$ cat src/design/tvmf_pkg.sv
// Shared types, constants and helpers for the TSDF voxel multi-source fusion block.
// Used by tvmf_fuse_unit and tsdf_voxel_multi_fusion; depends on nothing.
package tvmf_pkg;

   localparam int NumSourcesDefault = 5;
   localparam int MaxSources        = 5;
   localparam int TsdfFull          = 32766;
   localparam logic [14:0] MaxWeightReset = 15'd100;
   // quotient magnitude never exceeds 32768, so 16 quotient bits suffice
   localparam int QuotBits     = 16;
   localparam int BitsPerStage = 2;
   localparam int DivStages    = QuotBits / BitsPerStage;

   typedef struct packed {
      logic signed [15:0] stored_tsdf;
      logic [14:0]        stored_weight;
      logic signed [15:0] sample_0;
      logic signed [15:0] sample_1;
      logic signed [15:0] sample_2;
      logic signed [15:0] sample_3;
      logic signed [15:0] sample_4;
      logic [4:0]         sample_valid;
   } req_type;

   typedef struct packed {
      logic signed [15:0] fused_tsdf;
      logic [14:0]        fused_weight;
      logic               write_enable;
   } rsp_type;

   // running voxel state plus the item it came from
   typedef struct packed {
      logic signed [15:0] t;
      logic [14:0]        w;
      req_type            req;
   } lane_type;

   // one slot of the divider pipeline
   typedef struct packed {
      logic               vld;
      logic               act;
      logic               neg;
      logic [15:0]        d;
      logic [30:0]        rem;
      logic [QuotBits-1:0] q;
      lane_type           lane;
   } div_type;

   function automatic logic signed [15:0] pick_sample(req_type r, int idx);
      logic signed [15:0] s;
      case (idx)
         0:       s = r.sample_0;
         1:       s = r.sample_1;
         2:       s = r.sample_2;
         3:       s = r.sample_3;
         default: s = r.sample_4;
      endcase
      return s;
   endfunction

   // saturate a 17-bit signed value to +/- full scale
   function automatic logic signed [15:0] clamp_full(logic signed [16:0] v);
      logic signed [15:0] r;
      if (v > 17'sd32766)       r = 16'sd32766;
      else if (v < -17'sd32766) r = -16'sd32766;
      else                      r = v[15:0];
      return r;
   endfunction

endpackage

$ cat src/design/tvmf_fuse_unit.sv
// One fusion step: t' = trunc((w*t + s)/(w+1)) clamped, w' = min(w+1, max_weight).
// Multiply, add, eight two-bit divider stages, finish; depends on tvmf_pkg.
module tvmf_fuse_unit #(
   parameter int IDX = 0
) (
   input  logic              clock,
   input  logic              reset,
   input  logic              en,
   input  logic [14:0]       max_weight,
   input  logic              in_vld,
   input  tvmf_pkg::lane_type in_lane,
   output logic              out_vld,
   output tvmf_pkg::lane_type out_lane
);

   // stage A: product
   logic                     a_vld_ff;
   logic                     a_act_ff;
   logic signed [31:0]       a_prod_ff;
   tvmf_pkg::lane_type       a_lane_ff;

   always_ff @(posedge clock) begin
      if (reset) begin
         a_vld_ff <= 1'b0;
      end else if (en) begin
         a_vld_ff <= in_vld;
      end
      if (en) begin
         a_act_ff  <= in_lane.req.sample_valid[IDX];
         a_prod_ff <= $signed({1'b0, in_lane.w}) * in_lane.t;
         a_lane_ff <= in_lane;
      end
   end

   // stage B: add sample, split sign and magnitude
   logic signed [32:0]       b_num;
   logic [32:0]              b_mag;
   tvmf_pkg::div_type        dv_ff [0:tvmf_pkg::DivStages];

   always_comb begin
      b_num = {a_prod_ff[31], a_prod_ff}
            + 33'($signed(tvmf_pkg::pick_sample(a_lane_ff.req, IDX)));
      b_mag = b_num[32] ? 33'(-b_num) : b_num;
   end

   always_ff @(posedge clock) begin
      if (reset) begin
         dv_ff[0].vld <= 1'b0;
      end else if (en) begin
         dv_ff[0].vld <= a_vld_ff;
      end
      if (en) begin
         dv_ff[0].act  <= a_act_ff;
         dv_ff[0].neg  <= b_num[32];
         dv_ff[0].d    <= {1'b0, a_lane_ff.w} + 16'd1;
         dv_ff[0].rem  <= b_mag[30:0];
         dv_ff[0].q    <= '0;
         dv_ff[0].lane <= a_lane_ff;
      end
   end

   // divider stages: two quotient bits each, most significant first
   for (genvar j = 0; j < tvmf_pkg::DivStages; j++) begin : g_div
      tvmf_pkg::div_type nx_in;
      always_comb begin
         logic [31:0] rm;
         logic [31:0] ds;
         logic [3:0]  k;
         nx_in = dv_ff[j];
         rm    = {1'b0, dv_ff[j].rem};
         for (int b = 0; b < tvmf_pkg::BitsPerStage; b++) begin
            k  = 4'(tvmf_pkg::QuotBits - 1 - j * tvmf_pkg::BitsPerStage - b);
            ds = {16'd0, dv_ff[j].d} << k;
            if (rm >= ds) begin
               rm         = rm - ds;
               nx_in.q[k] = 1'b1;
            end
         end
         nx_in.rem = rm[30:0];
      end

      always_ff @(posedge clock) begin
         if (reset) begin
            dv_ff[j+1].vld <= 1'b0;
         end else if (en) begin
            dv_ff[j+1].vld <= nx_in.vld;
         end
         if (en) begin
            dv_ff[j+1].act  <= nx_in.act;
            dv_ff[j+1].neg  <= nx_in.neg;
            dv_ff[j+1].d    <= nx_in.d;
            dv_ff[j+1].rem  <= nx_in.rem;
            dv_ff[j+1].q    <= nx_in.q;
            dv_ff[j+1].lane <= nx_in.lane;
         end
      end
   end

   // finish: sign, clamp, weight update; skip when the sample is not valid
   tvmf_pkg::div_type        fin;
   logic signed [16:0]       fin_q;
   logic [15:0]              fin_nw;
   logic                     out_vld_ff;
   tvmf_pkg::lane_type       out_lane_ff;
   tvmf_pkg::lane_type       out_lane_in;

   always_comb begin
      fin    = dv_ff[tvmf_pkg::DivStages];
      fin_q  = fin.neg ? -$signed({1'b0, fin.q}) : $signed({1'b0, fin.q});
      fin_nw = fin.d;
      out_lane_in = fin.lane;
      if (fin.act) begin
         out_lane_in.t = tvmf_pkg::clamp_full(fin_q);
         out_lane_in.w = (fin_nw < {1'b0, max_weight}) ? fin_nw[14:0] : max_weight;
      end
   end

   always_ff @(posedge clock) begin
      if (reset) begin
         out_vld_ff <= 1'b0;
      end else if (en) begin
         out_vld_ff <= fin.vld;
      end
      if (en) begin
         out_lane_ff <= out_lane_in;
      end
   end

   assign out_vld  = out_vld_ff;
   assign out_lane = out_lane_ff;

endmodule

$ cat config.mk
export PLATFORM = sky130hd
export DESIGN_NAME = tvmf_fuse_unit
export DESIGN_NICKNAME = d
export VERILOG_FILES = /design/src/design/tvmf_pkg.sv /design/src/design/tvmf_fuse_unit.sv
export SDC_FILE = /design/constraint.sdc
export NUM_CORES = 2
export LEC_CHECK = 0
export BUFFER_PORTS_ARGS = -buffer_cell sky130_fd_sc_hd__buf_2
export CAP_MARGIN = 0
export CORE_MARGIN = 8
export CORE_UTILIZATION = 37
export CTS_CLUSTER_DIAMETER = 30
export DETAILED_ROUTE_END_ITERATION = 16
export GPL_TIMING_DRIVEN = 0
export PLACE_DENSITY = 0.59
export SLEW_MARGIN = 15
export SYNTH_ARGS = -nofsm -noshare
export SYNTH_HDL_FRONTEND = slang
export SYNTH_SLANG_ARGS = --single-unit
$ cat constraint.sdc
create_clock -name clock -period 7.05 [get_ports clock]
set_input_delay 0.3525 -clock clock [delete_from_list [all_inputs] [get_ports clock]]
set_output_delay 0.3525 -clock clock [all_outputs]
set_load 0.005 [all_outputs]
==> summary.md <==
| Metric | Value |
|---|---|
| Status | `finished, final reports clean` |
| Avg Cell Area, Syn | `15.0 um^2` |
| I/O pin count | `314` |
| Synth-to-layout area growth | `23.6%` |
| Tmin final | `~7000 ps` |
| Worst EP required | `7710 ps` |
| DP HPWL | `about 130 mm` |
| Synth area leaders | `edfxtp_1, ha_1, fa_1` |
| Ys flop type | `edfxtp_1` |
| Crit Path Class | `in -> reg` |
| Worst IR drop on VDD | `0.382 mV` |
| Post-route setup TNS | `0 ps` |
| Cells after DPL | `9868` |
| Multi-input logic area | `0.0269 mm^2` |
| Max cap viols | `0` |
| Core ar. | `0.251 mm^2` |
| Initial antenna violation count | `9` |
| GRT Residual Overflow | `0` |
| DIE AREA | `around 0.27 mm^2` |
| Hold Crit Class | `in -> reg` |
| Area leader, netlist | `edfxtp_1` |
| Routability cong. | `about 0.95` |
| Most frequent cell after synthesis | `edfxtp_1` |
| Async set-reset flop share out of synthesis | `0%` |
| Routed via count | `51900` |
| Pwr Total | `54.5 mW` |
| Final hold violation count | `0` |
| Fmax | `147 MHz` |
| Top cells by count, synth | `edfxtp_1, inv_1, ha_1` |
| WL final | `approximately 180 mm` |
| Register bit total from synthesis | `2133` |
| CTS tree | `built` |
| Die W | `518 um` |
| Critical Path Start Type | `input pin` |
| CTS Root Buffer Type | `clkbuf_16` |
| Layout cells sized above 1 | `between 10% and 20%` |
| Critical Path AT | `around 7500 ps` |
| Crit-path max FO | `10` |
| Yosys top cell area share | `between 60% and 70%` |
| CTS Buf Count | `412` |
| Antenna Violating Nets Remaining | `0` |
| Crit share post-route | `96.4%` |
| Clock latency on the worst-skew pair | `940 ps` |
| Clk_skew | `~110 ps` |
| Cell count after synthesis | `roughly 6200` |
| Row count | `184` |
| Sinks on Clock Net | `2133` |
| Fin cells | `10800` |
| GRT Total Usage | `approximately an eighth` |
| Yosys warning total | `0` |
| Relative slew slack | `17.4%` |
| Fillers | `between 20000 and 25000` |
| First-pass GRT wire length | `291 mm` |
| Leak | `43.8 nW` |
| Cell Area, Synth | `around 0.093 mm^2` |
| Pin count of the biggest net entering global routing | `164` |
| DRT Pass-1 Iters | `6` |
| Post-synth EDFFs | `2131` |
| Vias/cell | `4.81` |
| Wire per inst | `17.0 um` |
| Register area | `0.0640 mm^2` |
| Port buffer count | `313` |
| Die Span Y | `518 um` |
| Post-synthesis sequential area ratio | `68.8%` |
| Slew Viols, Final | `0` |
| Worst-Margin Slew | `1230 ps` |
| Remaining DRCs | `0` |
| Yosys cell types | `96` |
| Clock-pin slew on the worst setup and hold paths | `approximately 60 ps` |
| Initial Util | `37.1%` |
| Power Density | `473 mW/mm^2` |
| Htree depth | `5` |
| Crit path capture type | `flip-flop` |
| Iter 0 DRT Violations | `3871` |
| NumNets Final | `7895` |
| Final setup viols | `0` |
| Max Root-Sink Buffers | `4` |
| Syn Nets | `6981` |
| Via count of the first global-routing pass | `53700` |
==> worst max-delay path, stage by stage <==
cell and delay (ps):
dlygate4sd3_1 540, clkbuf_4 260, clkbuf_2 290, and2_1 220
fa_1 500, inv_1 50, fa_1 510, fa_1 530
inv_1 60, fa_1 480, fa_1 550, inv_1 60
fa_1 530, inv_1 40, ha_1 340, inv_1 100
o21bai_1 80, a21oi_1 210, nor2_1 90, o21ai_0 350
a31oi_1 180, o21a_1 210, o21a_1 200, o41a_1 350
a211oi_1 260, xnor2_1 100
==> per-stage QoR <==
stage / setup WS [ps] / hold WS, ps / instance area (um^2) / util, %
6_report: 250 / 88.3 / 115000 / 45.9
3_3_place_gp: -29820 / 400 / 98900 / 39.4
5_1_grt: -0.599 / 17.8 / 115000 / 45.9
2_1_floorplan: 803 / 400 / 93100 / -
3_5_place_dp: -668 / 405 / 99300 / 39.6
4_1_cts: 27.5 / 3.73 / 115000 / 45.8
==> cells by family (layout without fill, tap and decap cells) <==
kind of cell / count (synthesis) / after routing / share of synthesized area (%)
AND/OR/NAND/NOR: 1318 / 1318 / 7.07
flip-flops: 2133 / 2133 / 68.8
buffers and inverters: 613 / 1859 / 2.52
adder cells (fa/ha/maj): 623 / 623 / 9.95
XOR/XNOR: 336 / 336 / 3.16
AO/OA/AOI/OAI: 1053 / 1053 / 7.19
multiplexers: 116 / 116 / 1.36
other: 0 / 4 / 0
==> flip-flops by register name (all words and copies together), names as in the netlist <==
name / count
dv_ff: 1805
a_lane_ff: 147
out_lane: 147
a_prod_ff: 32
a_vld_ff: 1
out_vld: 1
==> layer usage <==
layer  vias up  GRT usage (%)  wire (um)
li1      25000              -          -
met1     25200           17.3      81800
met2      1311           21.9      86200
met3       401           3.03      10100
met4         0           5.08       5690
met5         -              0          0
==> layout make-up <==
cell class / count / area share [%]
antenna: 4 / 0.00870
buffer: 85 / 0.349
clock buffer: 463 / 9.16
clock inverter: 283 / 2.84
inverter: 516 / 1.68
multi-input combinational: 3446 / 23.4
sequential: 2133 / 55.6
tap: 3348 / 3.64
timing repair buffer: 512 / 3.32
==> where the power goes <==
| part | total, mW | internal (mW) | switching [mW] |
|---|---|---|---|
| clock | 19.0 | 12.7 | 6.30 |
| sequential | 17.1 | 16.4 | 0.712 |
| combinational | 18.3 | 7.95 | 10.4 |
| total | 54.5 | 37.1 | 17.4 |
==> placed cells by master, fill, tap and decap left out, types with 47 or more instances in the layout <==
cell type and instances:
mux2_2 83, nand3_1 68, ha_1 427, nand2_1 358, a21o_1 126, o21a_1 49, nand2b_1 51, o21ai_0 203
nor2_1 323, fa_1 196, nor2b_1 48, clkbuf_16 414, bufinv_16 53, and2_1 136, inv_1 511, xnor2_1 237
dlygate4sd3_1 177, edfxtp_1 2131, buf_2 323, clkbuf_1 87, nor3_1 82, a21oi_1 353, clkinv_1 47, nand4_1 57
xor2_1 99
==> what timing repair did <==
action / CTS / global route
hold buffers: 177 / 0
gates resized for setup: 21 / 54
endpoints found under the hold margin: 272 / 0
pin swaps: 1 / 2
setup endpoints to repair: 95 / 114
setup buffers: 2 / 5
==> path summary, 6_finish.rpt <==
check	start	to	slack, ps	cells after the start
setup reg to reg	dv_ff[5][209]	dv_ff[6][177]	410	22
hold / removal	in_lane[104]	a_lane_ff[104]	90	2
setup / recovery	in_lane[123]	a_prod_ff[30]	250	26
hold reg to reg	dv_ff[4][117]	dv_ff[5][117]	330	0
Power figures use the tool's default switching activity.
